$ cat src/rtl/core/irpt_pkg.sv
package irpt_pkg;

   localparam int RING_DEPTH = 64;
   localparam int PTR_W      = $clog2(RING_DEPTH);
   localparam int CNT_W      = $clog2(RING_DEPTH + 1);

   localparam int WORD_W   = 16;
   localparam int LENGTH_W = 15;
   localparam int BURST_BIT = 15;

   localparam int CSR_IDX_W  = 4;
   localparam int CSR_DATA_W = 8;
   localparam logic [CSR_IDX_W-1:0] CSR_HALF_PERIOD = 4'd0;
   localparam logic [CSR_IDX_W-1:0] CSR_FAST_CLOCK  = 4'd1;

   localparam logic [7:0] HALF_PERIOD_RESET = 8'd157;
   localparam logic [7:0] COUNTER_RESET     = 8'hFF;

   localparam logic [1:0] CMD_PUSH    = 2'd0;
   localparam logic [1:0] CMD_FRAME   = 2'd1;
   localparam logic [1:0] CMD_CARRIER = 2'd2;

   typedef struct packed {
      logic [1:0]        cmd;
      logic [WORD_W-1:0] entry_word;
   } req_type;

   typedef struct packed {
      logic ir_out;
      logic transmitting;
      logic ring_full;
      logic push_dropped;
   } rsp_type;

   typedef struct packed {
      logic step;
      logic stop;
      logic start;
   } carrier_ctrl_type;

endpackage

$ cat src/rtl/core/irpt_ram.sv
module irpt_ram #(
   parameter int WIDTH = 16,
   parameter int DEPTH = 64
) (
   input  logic                     clock,
   input  logic                     wr_en,
   input  logic [$clog2(DEPTH)-1:0] wr_addr,
   input  logic [WIDTH-1:0]         wr_data,
   input  logic [$clog2(DEPTH)-1:0] rd_addr,
   output logic [WIDTH-1:0]         rd_data
);

   logic [WIDTH-1:0] mem_ff [DEPTH];
   logic [WIDTH-1:0] rd_data_ff;

   always_ff @(posedge clock) begin
      if (wr_en) begin
         mem_ff[wr_addr] <= wr_data;
      end
      rd_data_ff <= mem_ff[rd_addr];
   end

   assign rd_data = rd_data_ff;

endmodule

$ cat src/rtl/core/irpt_ring.sv
module irpt_ring
   import irpt_pkg::*;
(
   input  logic              clock,
   input  logic              reset,
   input  logic              wr_en,
   input  logic [WORD_W-1:0] wr_word,
   input  logic              pop,
   output logic [WORD_W-1:0] head_word,
   output logic              full,
   output logic              empty,
   output logic              full_next
);

   localparam logic [PTR_W-1:0] PTR_LAST = PTR_W'(RING_DEPTH - 1);
   localparam logic [CNT_W-1:0] CNT_FULL = CNT_W'(RING_DEPTH);

   logic [PTR_W-1:0]  rd_ptr_ff, rd_ptr_in;
   logic [PTR_W-1:0]  wr_ptr_ff, wr_ptr_in;
   logic [CNT_W-1:0]  count_ff, count_in;
   logic              byp_sel_ff, byp_sel_in;
   logic [WORD_W-1:0] byp_word_ff;
   logic [WORD_W-1:0] ram_rdata;

   always_comb begin
      rd_ptr_in = rd_ptr_ff;
      wr_ptr_in = wr_ptr_ff;
      count_in  = count_ff;
      if (wr_en) begin
         wr_ptr_in = (wr_ptr_ff == PTR_LAST) ? '0 : wr_ptr_ff + 1'b1;
         count_in  = count_ff + 1'b1;
      end
      if (pop) begin
         rd_ptr_in = (rd_ptr_ff == PTR_LAST) ? '0 : rd_ptr_ff + 1'b1;
         count_in  = count_ff - 1'b1;
      end
   end

   // a write landing on the entry being fetched goes around the ram
   assign byp_sel_in = wr_en && (wr_ptr_ff == rd_ptr_in);

   always_ff @(posedge clock) begin
      if (reset) begin
         rd_ptr_ff  <= '0;
         wr_ptr_ff  <= '0;
         count_ff   <= '0;
         byp_sel_ff <= 1'b0;
      end else begin
         rd_ptr_ff  <= rd_ptr_in;
         wr_ptr_ff  <= wr_ptr_in;
         count_ff   <= count_in;
         byp_sel_ff <= byp_sel_in;
      end
      if (wr_en) begin
         byp_word_ff <= wr_word;
      end
   end

   irpt_ram #(
      .WIDTH(WORD_W),
      .DEPTH(RING_DEPTH)
   ) u_ram (
      .clock   (clock),
      .wr_en   (wr_en),
      .wr_addr (wr_ptr_ff),
      .wr_data (wr_word),
      .rd_addr (rd_ptr_in),
      .rd_data (ram_rdata)
   );

   assign head_word = byp_sel_ff ? byp_word_ff : ram_rdata;
   assign full      = (count_ff == CNT_FULL);
   assign empty     = (count_ff == '0);
   assign full_next = (count_in == CNT_FULL);

`ifndef SYNTH
   assert property (@(posedge clock) disable iff (reset) count_ff <= CNT_FULL)
      else $error("ring count above depth");
   assert property (@(posedge clock) disable iff (reset) !(wr_en && full))
      else $error("write into full ring");
   assert property (@(posedge clock) disable iff (reset)
      (empty || full) |-> (rd_ptr_ff == wr_ptr_ff))
      else $error("ring pointers disagree with count");
`endif

endmodule

$ cat src/rtl/core/irpt_carrier.sv
module irpt_carrier
   import irpt_pkg::*;
(
   input  logic             clock,
   input  logic             reset,
   input  carrier_ctrl_type ctrl,
   input  logic             fast_clock,
   input  logic [7:0]       half_period,
   output logic             running,
   output logic             level_next
);

   logic       running_ff, running_in;
   logic       level_ff, level_in;
   logic [1:0] prescale_ff, prescale_in;
   logic [7:0] counter_ff, counter_in;
   logic [7:0] compare_ff, compare_in;
   logic [7:0] counter_inc;

   assign counter_inc = counter_ff + 8'd1;

   always_comb begin
      running_in  = running_ff;
      level_in    = level_ff;
      prescale_in = prescale_ff;
      counter_in  = counter_ff;
      compare_in  = compare_ff;
      if (ctrl.stop) begin
         running_in  = ctrl.start;
         level_in    = 1'b0;
         prescale_in = '0;
         counter_in  = COUNTER_RESET;
      end else if (ctrl.step && running_ff) begin
         prescale_in = fast_clock ? prescale_ff : prescale_ff + 2'd1;
         if (fast_clock || (prescale_in == 2'd0)) begin
            counter_in = counter_inc;
            if (counter_inc == compare_ff) begin
               level_in   = !level_ff;
               compare_in = compare_ff + half_period;
            end
         end
      end
   end

   always_ff @(posedge clock) begin
      if (reset) begin
         running_ff  <= 1'b0;
         level_ff    <= 1'b0;
         prescale_ff <= '0;
         counter_ff  <= COUNTER_RESET;
         compare_ff  <= '0;
      end else begin
         running_ff  <= running_in;
         level_ff    <= level_in;
         prescale_ff <= prescale_in;
         counter_ff  <= counter_in;
         compare_ff  <= compare_in;
      end
   end

   assign running    = running_ff;
   assign level_next = level_in;

`ifndef SYNTH
   assert property (@(posedge clock) disable iff (reset)
      !running_ff |-> (!level_ff && prescale_ff == 2'd0 && counter_ff == COUNTER_RESET))
      else $error("stopped carrier not parked");
   assert property (@(posedge clock) disable iff (reset)
      (ctrl.step && !ctrl.stop && !running_ff) |=> $stable(compare_ff))
      else $error("compare moved while carrier stopped");
`endif

endmodule

$ cat src/rtl/core/irpt_outbuf.sv
module irpt_outbuf
   import irpt_pkg::*;
(
   input  logic    clock,
   input  logic    reset,
   input  logic    in_valid,
   input  rsp_type in_data,
   output logic    in_ready,
   output logic    out_valid,
   output rsp_type out_data,
   input  logic    out_ready
);

   logic    main_valid_ff, main_valid_in;
   logic    skid_valid_ff, skid_valid_in;
   rsp_type main_ff, main_in;
   rsp_type skid_ff, skid_in;
   logic    load, take;

   assign in_ready = !skid_valid_ff;
   assign load     = in_valid && in_ready;
   assign take     = main_valid_ff && out_ready;

   always_comb begin
      main_valid_in = main_valid_ff;
      skid_valid_in = skid_valid_ff;
      main_in       = main_ff;
      skid_in       = skid_ff;
      if (take) begin
         if (skid_valid_ff) begin
            main_in       = skid_ff;
            skid_valid_in = 1'b0;
         end else begin
            main_in       = in_data;
            main_valid_in = load;
         end
      end else if (load) begin
         if (main_valid_ff) begin
            skid_in       = in_data;
            skid_valid_in = 1'b1;
         end else begin
            main_in       = in_data;
            main_valid_in = 1'b1;
         end
      end
   end

   always_ff @(posedge clock) begin
      if (reset) begin
         main_valid_ff <= 1'b0;
         skid_valid_ff <= 1'b0;
      end else begin
         main_valid_ff <= main_valid_in;
         skid_valid_ff <= skid_valid_in;
      end
      main_ff <= main_in;
      skid_ff <= skid_in;
   end

   assign out_valid = main_valid_ff;
   assign out_data  = main_ff;

`ifndef SYNTH
   assert property (@(posedge clock) disable iff (reset) skid_valid_ff |-> main_valid_ff)
      else $error("skid holds a beat ahead of main");
`endif

endmodule

$ cat src/rtl/core/ir_pulse_train_transmitter.sv
// a result beat is loaded into the output buffer (main, or skid if main is held)
// one request beat per cycle while skid is empty; each is one state-update pass
// a two-beat output buffer takes one further request while responses stall
// reset (synchronous, active high) clears pointers, counters, carrier and csrs;
// ring contents are not cleared, no clearing pass, ready right after reset
module ir_pulse_train_transmitter
   import irpt_pkg::*;
(
   input  logic                  clock,
   input  logic                  reset,
   input  logic                  req_valid,
   output logic                  req_ready,
   input  req_type               req_data,
   output logic                  rsp_valid,
   input  logic                  rsp_ready,
   output rsp_type               rsp_data,
   input  logic                  csr_valid,
   output logic                  csr_ready,
   input  logic [CSR_IDX_W-1:0]  csr_index,
   input  logic [CSR_DATA_W-1:0] csr_wdata
);

   logic [7:0]          half_period_ff;
   logic                fast_clock_ff;
   logic                tx_active_ff, tx_active_in;
   logic [LENGTH_W-1:0] remaining_ff, remaining_in;

   logic              accept;
   logic              is_push, is_frame, is_carrier;
   logic              ring_wr, ring_pop, dropped;
   logic [WORD_W-1:0] head_word;
   logic              ring_full, ring_empty, ring_full_next;
   logic              entry_done;
   carrier_ctrl_type  carrier_ctrl;
   logic              carrier_running, level_next;
   rsp_type           result;

   assign csr_ready = 1'b1;

   assign accept     = req_valid && req_ready;
   assign is_push    = accept && (req_data.cmd == CMD_PUSH);
   assign is_frame   = accept && (req_data.cmd == CMD_FRAME);
   assign is_carrier = accept && (req_data.cmd == CMD_CARRIER);

   assign dropped    = is_push && ring_full;
   assign ring_wr    = is_push && !ring_full;
   // current entry has run out on this frame tick
   assign entry_done = is_frame && tx_active_ff && (remaining_ff == '0);
   assign ring_pop   = entry_done && !ring_empty;

   assign carrier_ctrl.step  = is_carrier;
   assign carrier_ctrl.stop  = entry_done;
   assign carrier_ctrl.start = ring_pop && head_word[BURST_BIT];

   always_comb begin
      tx_active_in = tx_active_ff;
      remaining_in = remaining_ff;
      if (ring_wr && !tx_active_ff) begin
         tx_active_in = 1'b1;
         remaining_in = '0;
      end
      if (is_frame && tx_active_ff) begin
         if (remaining_ff != '0) begin
            remaining_in = remaining_ff - 1'b1;
         end else if (ring_empty) begin
            tx_active_in = 1'b0;
         end else begin
            remaining_in = head_word[LENGTH_W-1:0];
         end
      end
   end

   always_ff @(posedge clock) begin
      if (reset) begin
         half_period_ff <= HALF_PERIOD_RESET;
         fast_clock_ff  <= 1'b0;
         tx_active_ff   <= 1'b0;
         remaining_ff   <= '0;
      end else begin
         if (csr_valid && csr_ready) begin
            case (csr_index)
               CSR_HALF_PERIOD: half_period_ff <= csr_wdata[7:0];
               CSR_FAST_CLOCK:  fast_clock_ff  <= csr_wdata[0];
               default: ;
            endcase
         end
         tx_active_ff <= tx_active_in;
         remaining_ff <= remaining_in;
      end
   end

   irpt_ring u_ring (
      .clock     (clock),
      .reset     (reset),
      .wr_en     (ring_wr),
      .wr_word   (req_data.entry_word),
      .pop       (ring_pop),
      .head_word (head_word),
      .full      (ring_full),
      .empty     (ring_empty),
      .full_next (ring_full_next)
   );

   irpt_carrier u_carrier (
      .clock       (clock),
      .reset       (reset),
      .ctrl        (carrier_ctrl),
      .fast_clock  (fast_clock_ff),
      .half_period (half_period_ff),
      .running     (carrier_running),
      .level_next  (level_next)
   );

   assign result.ir_out       = level_next;
   assign result.transmitting = tx_active_in;
   assign result.ring_full    = ring_full_next;
   assign result.push_dropped = dropped;

   irpt_outbuf u_outbuf (
      .clock     (clock),
      .reset     (reset),
      .in_valid  (req_valid),
      .in_data   (result),
      .in_ready  (req_ready),
      .out_valid (rsp_valid),
      .out_data  (rsp_data),
      .out_ready (rsp_ready)
   );

`ifndef SYNTH
   assert property (@(posedge clock) disable iff (reset) carrier_running |-> tx_active_ff)
      else $error("carrier running while not transmitting");
   assert property (@(posedge clock) disable iff (reset) (remaining_ff != '0) |-> tx_active_ff)
      else $error("ticks remaining while not transmitting");
   assert property (@(posedge clock) disable iff (reset) !tx_active_ff |-> ring_empty)
      else $error("ring holds entries while idle");
`endif

endmodule
$ cat config.mk
export PLATFORM = sky130hd
export DESIGN_NAME = ir_pulse_train_transmitter
export DESIGN_NICKNAME = d
export VERILOG_FILES = /design/src/rtl/core/irpt_pkg.sv /design/src/rtl/core/irpt_ram.sv /design/src/rtl/core/irpt_ring.sv /design/src/rtl/core/irpt_carrier.sv /design/src/rtl/core/irpt_outbuf.sv /design/src/rtl/core/ir_pulse_train_transmitter.sv
export SDC_FILE = /design/constraint.sdc
export NUM_CORES = 1
export LEC_CHECK = 0
export BUFFER_PORTS_ARGS = -buffer_cell sky130_fd_sc_hd__buf_2
export CAP_MARGIN = 20
export CORE_MARGIN = 2
export CORE_UTILIZATION = 35
export DETAILED_ROUTE_END_ITERATION = 16
export SYNTH_ARGS = -nofsm -noshare
export SYNTH_HDL_FRONTEND = slang
export SYNTH_HIERARCHICAL = 1
export SYNTH_SLANG_ARGS = --single-unit
$ cat constraint.sdc
create_clock -name clock -period 6.56 [get_ports clock]
set_clock_uncertainty 0.15 [all_clocks]
set_input_delay 0.984 -clock clock [delete_from_list [all_inputs] [get_ports clock]]
set_output_delay 0.984 -clock clock [all_outputs]
set_load 0.1 [all_outputs]
Word-level counts from Yosys, hierarchy flattened
Memories as Yosys holds them, arrays and structs flattened. A register that Yosys moved wholly into a read port is not among the register bits.
Index checks and enable logic that the tools add are counted.
Cells by class
  reductions and logical operators: 37
  eq/ne operators: 11
  bitwise gates (word level): 2
  add/subtract/negate cells: 8
  muxes and demuxes: 28
Operators with widths (count)
  2-to-1 mux 15 bit: 4
  2-to-1 mux 6 bit: 3
  2-to-1 mux 16 bit: 1
  2-to-1 mux 4 bit: 4
  zero test 15 bit: 1
  nonzero test 15 bit: 1
  subtractor 15 x 1 -> 15 bit (second input constant): 1
  equality test 7 bit (second input constant): 2
  logical AND 1 bit: 14
  2-to-1 mux 7 bit: 2
  2-to-1 mux 1 bit: 13
  adder 6 x 1 -> 6 bit (second input constant): 2
  equality test 6 bit (second input constant): 2
  AND reduction 2 bit: 6
  adder 8 x 1 -> 8 bit (second input constant): 1
  adder 8 bit: 1
  equality test 8 bit: 1
  adder 7 x 1 -> 7 bit (second input constant): 1
  zero test 7 bit: 1
  subtractor 7 x 1 -> 7 bit (second input constant): 1
  equality test 6 bit: 1
  zero test 1 bit: 5
  equality test 4 x 1 -> 1 bit (second input constant): 1
  zero test 2 bit: 2
  12 further kinds: 15
Word-level totals
  memory bits (writable): 1024
  output and inout bits: 7
  logic and storage cells: 111
  memories: 1
  flip-flop bits (word level): 91
  input bits: 35
Memory list
  u_ring.u_ram.mem_ff: depth 64, width 16, read ports 1, clocked after memory_dff 1, write ports 1, line irpt_ram.sv:13  | logic [WIDTH-1:0] mem_ff [DEPTH];

Depth between registers and ports, before layout
  depth after elaboration: 12
  mapped depth: 20
  gate-level depth less buffers: 13

Modules after synthesis
The synthesis kept the hierarchy.
Modules (own cells, without submodules)
  irpt_ram: instances 1, area each 40042.2 um2, sequential area each 31069.8 um2, cells an instance 1829
  irpt_ring: instances 1, area each 1776.7 um2, sequential area each 880.8 um2, cells an instance 170
  ir_pulse_train_transmitter: instances 1, area each 1522.7 um2, sequential area each 500.5 um2, cells an instance 187
  irpt_carrier: instances 1, area each 1305.0 um2, sequential area each 400.4 um2, cells an instance 154
  irpt_outbuf: instances 1, area each 385.4 um2, sequential area each 280.3 um2, cells an instance 25

Least setup slack after synthesis
Ideal clock, no wire load.
  kind: register -> register
  start: reg u_outbuf.skid_valid_ff
  end: mem u_ring.u_ram.mem_ff[49][0] (enable)
  stages on the path, launching flop included: 7
  setup slack: 0.764 ns
  library setup time: 0.409 ns
  data required time: 6.001 ns
  arrival: 5.236 ns
  cells stage by stage: dfxtp_1 > inv_1 > nand2_1 > nor4_1 > nor2b_1 > nand4_1 > nor3_1
On the way
  word-level cells in the longest chain between the ends: 6
Ends and longest elaborated chain
  start: declaration: line irpt_outbuf.sv:15  | logic skid_valid_ff, skid_valid_in;
  start signal: assignment: line irpt_outbuf.sv:54  | skid_valid_ff <= skid_valid_in;
  zero test 1 bit: line irpt_outbuf.sv:20  | assign in_ready = !skid_valid_ff;
  via req_ready: line ir_pulse_train_transmitter.sv:12  | output logic req_ready,
  logical AND 1 bit: line ir_pulse_train_transmitter.sv:40  | assign accept = req_valid && req_ready;
  logical AND 1 bit: line ir_pulse_train_transmitter.sv:41  | assign is_push = accept && (req_data.cmd == CMD_PUSH);
  logical AND 1 bit: line ir_pulse_train_transmitter.sv:46  | assign ring_wr = is_push && !ring_full;
  via ring_wr: line ir_pulse_train_transmitter.sv:30  | logic ring_wr, ring_pop, dropped;
  2-to-1 mux 1 bit: line irpt_ram.sv:17  | if (wr_en) begin
  2-to-1 mux 1 bit (not written as such): line irpt_ram.sv:18  | mem_ff[wr_addr] <= wr_data;
  end: declaration: line irpt_ram.sv:13
The timed path passes the listed nets, and every way through them passes these cells.

Final worst setup path
  start: reg remaining_ff[0]
  end: reg u_ring.u_ram.rd_data_ff[13] (netlist: u_ring/u_ram/rd_data[13]), read port of u_ring.u_ram.mem_ff
On the way
  word-level cells in the longest chain between the ends: 4
Ends and longest elaborated chain
  start: declaration: line ir_pulse_train_transmitter.sv:26  | logic [LENGTH_W-1:0] remaining_ff, remaining_in;
  start signal: assignment: line ir_pulse_train_transmitter.sv:88  | remaining_ff <= remaining_in;
  zero test 15 bit: line ir_pulse_train_transmitter.sv:48  | assign entry_done = is_frame && tx_active_ff && (remaining_ff == '0);
  logical AND 1 bit: line ir_pulse_train_transmitter.sv:48
  logical AND 1 bit: line ir_pulse_train_transmitter.sv:49  | assign ring_pop = entry_done && !ring_empty;
  via ring_pop: line ir_pulse_train_transmitter.sv:30
  2-to-1 mux 6 bit: line irpt_ring.sv:33  | if (pop) begin
  via u_ring.rd_ptr_in[1]: line irpt_ring.sv:18  | logic [PTR_W-1:0] rd_ptr_ff, rd_ptr_in;
  end: declaration: line irpt_ram.sv:14  | logic [WIDTH-1:0] rd_data_ff;
The timed path passes the listed nets, and every way through them passes these cells.
A chain may end at the register's enable or synchronous reset.

==> results.ini <==
[status]
run_status=finished clean

[floorplan]
core_area_um2=127700
rows=131
die_y_um=362.7
die_w_um=362.7
design.die.area_um2=131500
pin_count=42
initial_utilization_pct=35.27

[power_and_ir_drop]
p_per_area_nw_per_um2=281.4
p_total_uw=14320
ir_drop_uv=255.1
leakage_uw=0.01560

[clock_network]
clk_latency_ns=0.74
cts_made_buffers=110
clk_pin_slew_ns=0.06
cts_setup_buffers=0
clock_sinks=1131
clock_path_buffers=3
cts_htree_levels=3
root_buffer=clkbuf_16
cts_tree=done
holdBufCountCts=0
post_cts_resized=0

[global_route]
grt_start_max_net_pins=98
grt_pass1_vias=23400
overflow=0
grt_antenna_before_repair=4
grt_use_total_pct=16.64
grt_pass1_wl_um=160900

[sta]
slew_headroom_pct=24.06
finalSetupViolations=0
finalHoldViolCount=0
timing.final.crit_share_pct=86.95
slew_viol_final=0
fmax_mhz=175.3
rsz0062_at_grt=false
worst_pin_slew_ns=1.138
setup_tns_ns=0
period_needed_ns=5.704
layout_setup_ws_ns=0.8558

[setup_path]
arrival_ns=6.14
worstReg2RegEnd=u_ring/u_ram/rd_data[13]
cp_common_cell=a221oi_1
max_stage_delay_ns=0.77
worstPathMaxFanout=65
worst_path_max_delay_cell=a221oi_1
critPathLaunch=remaining_ff[0]
r2r_start=remaining_ff[0]
path_cells=inv_1 -> ha_1 -> or4b_4 -> or4_4 -> nor3_2 -> mux2i_1 -> inv_6 -> buf_12 -> nor2b_1 -> a221oi_1 -> a221oi_1 -> a311oi_1
startpoint_type=register
crit_required_ns=6.99
path_class=register to register
r2r_slack_ns=0.86
cp-end-kind=register
r2r_cells=12
endpoint=u_ring/u_ram/rd_data[13]

[synth]
ys_seq_area_share_pct=73.57
yosysTopAreaCell=edfxtp_1
yosys-top-cells-count=edfxtp_1, mux4_2, nor2_1
synthArstFlopShare_pct=0
ys_ff_latch=1131
synth_top_area_share_pct=69.88
synth_fa_ha_area_share_pct=0.4612
avgSynthCellArea_um2=19.04
synth_edf_count=1048
synth.area.mux_share_pct=14.59
mappedNetlistNets=2416
ys_top_cells_by_area=edfxtp_1, mux4_2, dfxtp_1
syn_inst=2365
synth_top_family_by_area=multiplexers
yosys.area_share.simple_pct=4.879
synth_ff_type=edfxtp_1
yosysMostFrequentCell=edfxtp_1
syn_area_um2=45030
yosys_warnings=6
synth_compound_area_share_pct=3.626
ys_types=90
yosys.area_share.xor_xnor_pct=0.7780

[routing]
ant_nets=0
avgRoutedWirePerCell_um=26.02
vias=23360
vias_per_cell=5.495
drc=0
drt_iter0_markers=2238
drtPass1Iterations=5
wl_um=110700

[flow_run]
cap_violations=0

[hold_path]
hold_path_class=register to register

[finish]
fin_area_um2=50890
drive_above_1_share_pct=23.26
finalNetCount=2546
syn2layout_area_growth_pct=13.02
layout.cells.non_filler=4252

[placed_design]
gp_congestion=0.8568
portBuffers=40
placed_cell_area_um2=47350
dpl.cell_count=4041
dp_hpwl_um=66470
dp_slack_ns=0.8017

[how the worst min path moves through the flow]
stage | startpoint | endpoint | slack [ns] | depth (start not counted)
2_1_floorplan | remaining_ff[9] | remaining_ff[9] | 0.31 | 2
3_3_place_gp | remaining_ff[9] | remaining_ff[9] | 0.33 | 2
3_5_place_dp | u_carrier/running | u_carrier/running | 0.34 | 2
4_1_cts | csr_wdata[2] | half_period_ff[2] | 0.30 | 2
5_1_grt | csr_wdata[4] | half_period_ff[4] | 0.33 | 2
6_report | remaining_ff[9] | remaining_ff[9] | 0.36 | 2
[where the power goes]
group          leakage, µW  internal (µW)  switching, µW
clock              0.00169           3450           2710
sequential          0.0101           7890           13.0
combinational      0.00380           54.0            211
[stage by stage]
stage               utilization [%]  hold WS (ns)
global placement              37.08        0.3340
finish                        39.86        0.3559
CTS                           39.83        0.3048
global route                  39.86        0.3282
detailed placement            37.09        0.3360
floorplan                         -        0.3051
[flip-flops by register name (all words and copies together) (netlist names), 2 cells and up]
signal	flops
half_period_ff	8
remaining_ff	15
u_carrier/compare_ff	8
u_carrier/counter_ff	8
u_carrier/prescale_ff	2
u_outbuf/out_data	4
u_outbuf/skid_ff	4
u_ring/byp_word_ff	16
u_ring/count_ff	7
u_ring/rd_ptr_ff	6
u_ring/u_ram/mem_ff	1024
u_ring/u_ram/rd_data	16
u_ring/wr_ptr_ff	6
[cell usage in the layout (no fill, tap or decap), types with 22 or more instances in the layout]
cell type	instances
a21oi_1	43
a22oi_1	40
buf_2	40
buf_4	97
clkbuf_1	28
clkbuf_16	110
clkinv_1	29
dfxtp_1	83
edfxtp_1	1048
mux2_2	43
mux2i_1	98
mux4_2	220
nand2_1	106
nand3_1	38
nor2_1	104
nor2b_1	42
o21ai_0	28
xnor2_1	22
[worst max-delay path: cells and delay by family (launching register included)]
kind | cells | cell delay, ns
simple gates | 4 | 2.25
compound gates | 3 | 1.18
mux | 1 | 0.55
fa+ha+maj | 1 | 0.17
flops | 1 | 0.36
buf+inv | 3 | 0.71
[final cells by class]
class                           count  area (µm²)
Multi-Input combinational cell   1089       11040
Clock inverter                     67       639.4
Clock buffer                      138        2858
Tap cell                         1662        2079
Inverter                           18       80.08
Sequential cell                  1131       33130
Timing Repair Buffer              145        1060
Antenna cell                        2       5.005
Fill cell                       11320       76790
[metal layers]
layer	part of all wire, %	wire length, µm	GRT usage [%]	up-vias
met2	48	53190	26.95	960
met1	42	46300	22.52	12310
met3	7.1	7867	3.376	194
met5	0	0	0	-
li1	-	-	-	9900
met4	3.0	3295	5.329	0
[logic make-up after synthesis]
kind of cell,Yosys count
and+or+nand+nor,433
buffers and inverters,145
adders and majority gates,16
other,1
muxes,369
AOI/OAI and AO/OA,230
DFF,1131
xor gates and xnor gates,40
Note: power is estimated with default switching activity, not from simulation.
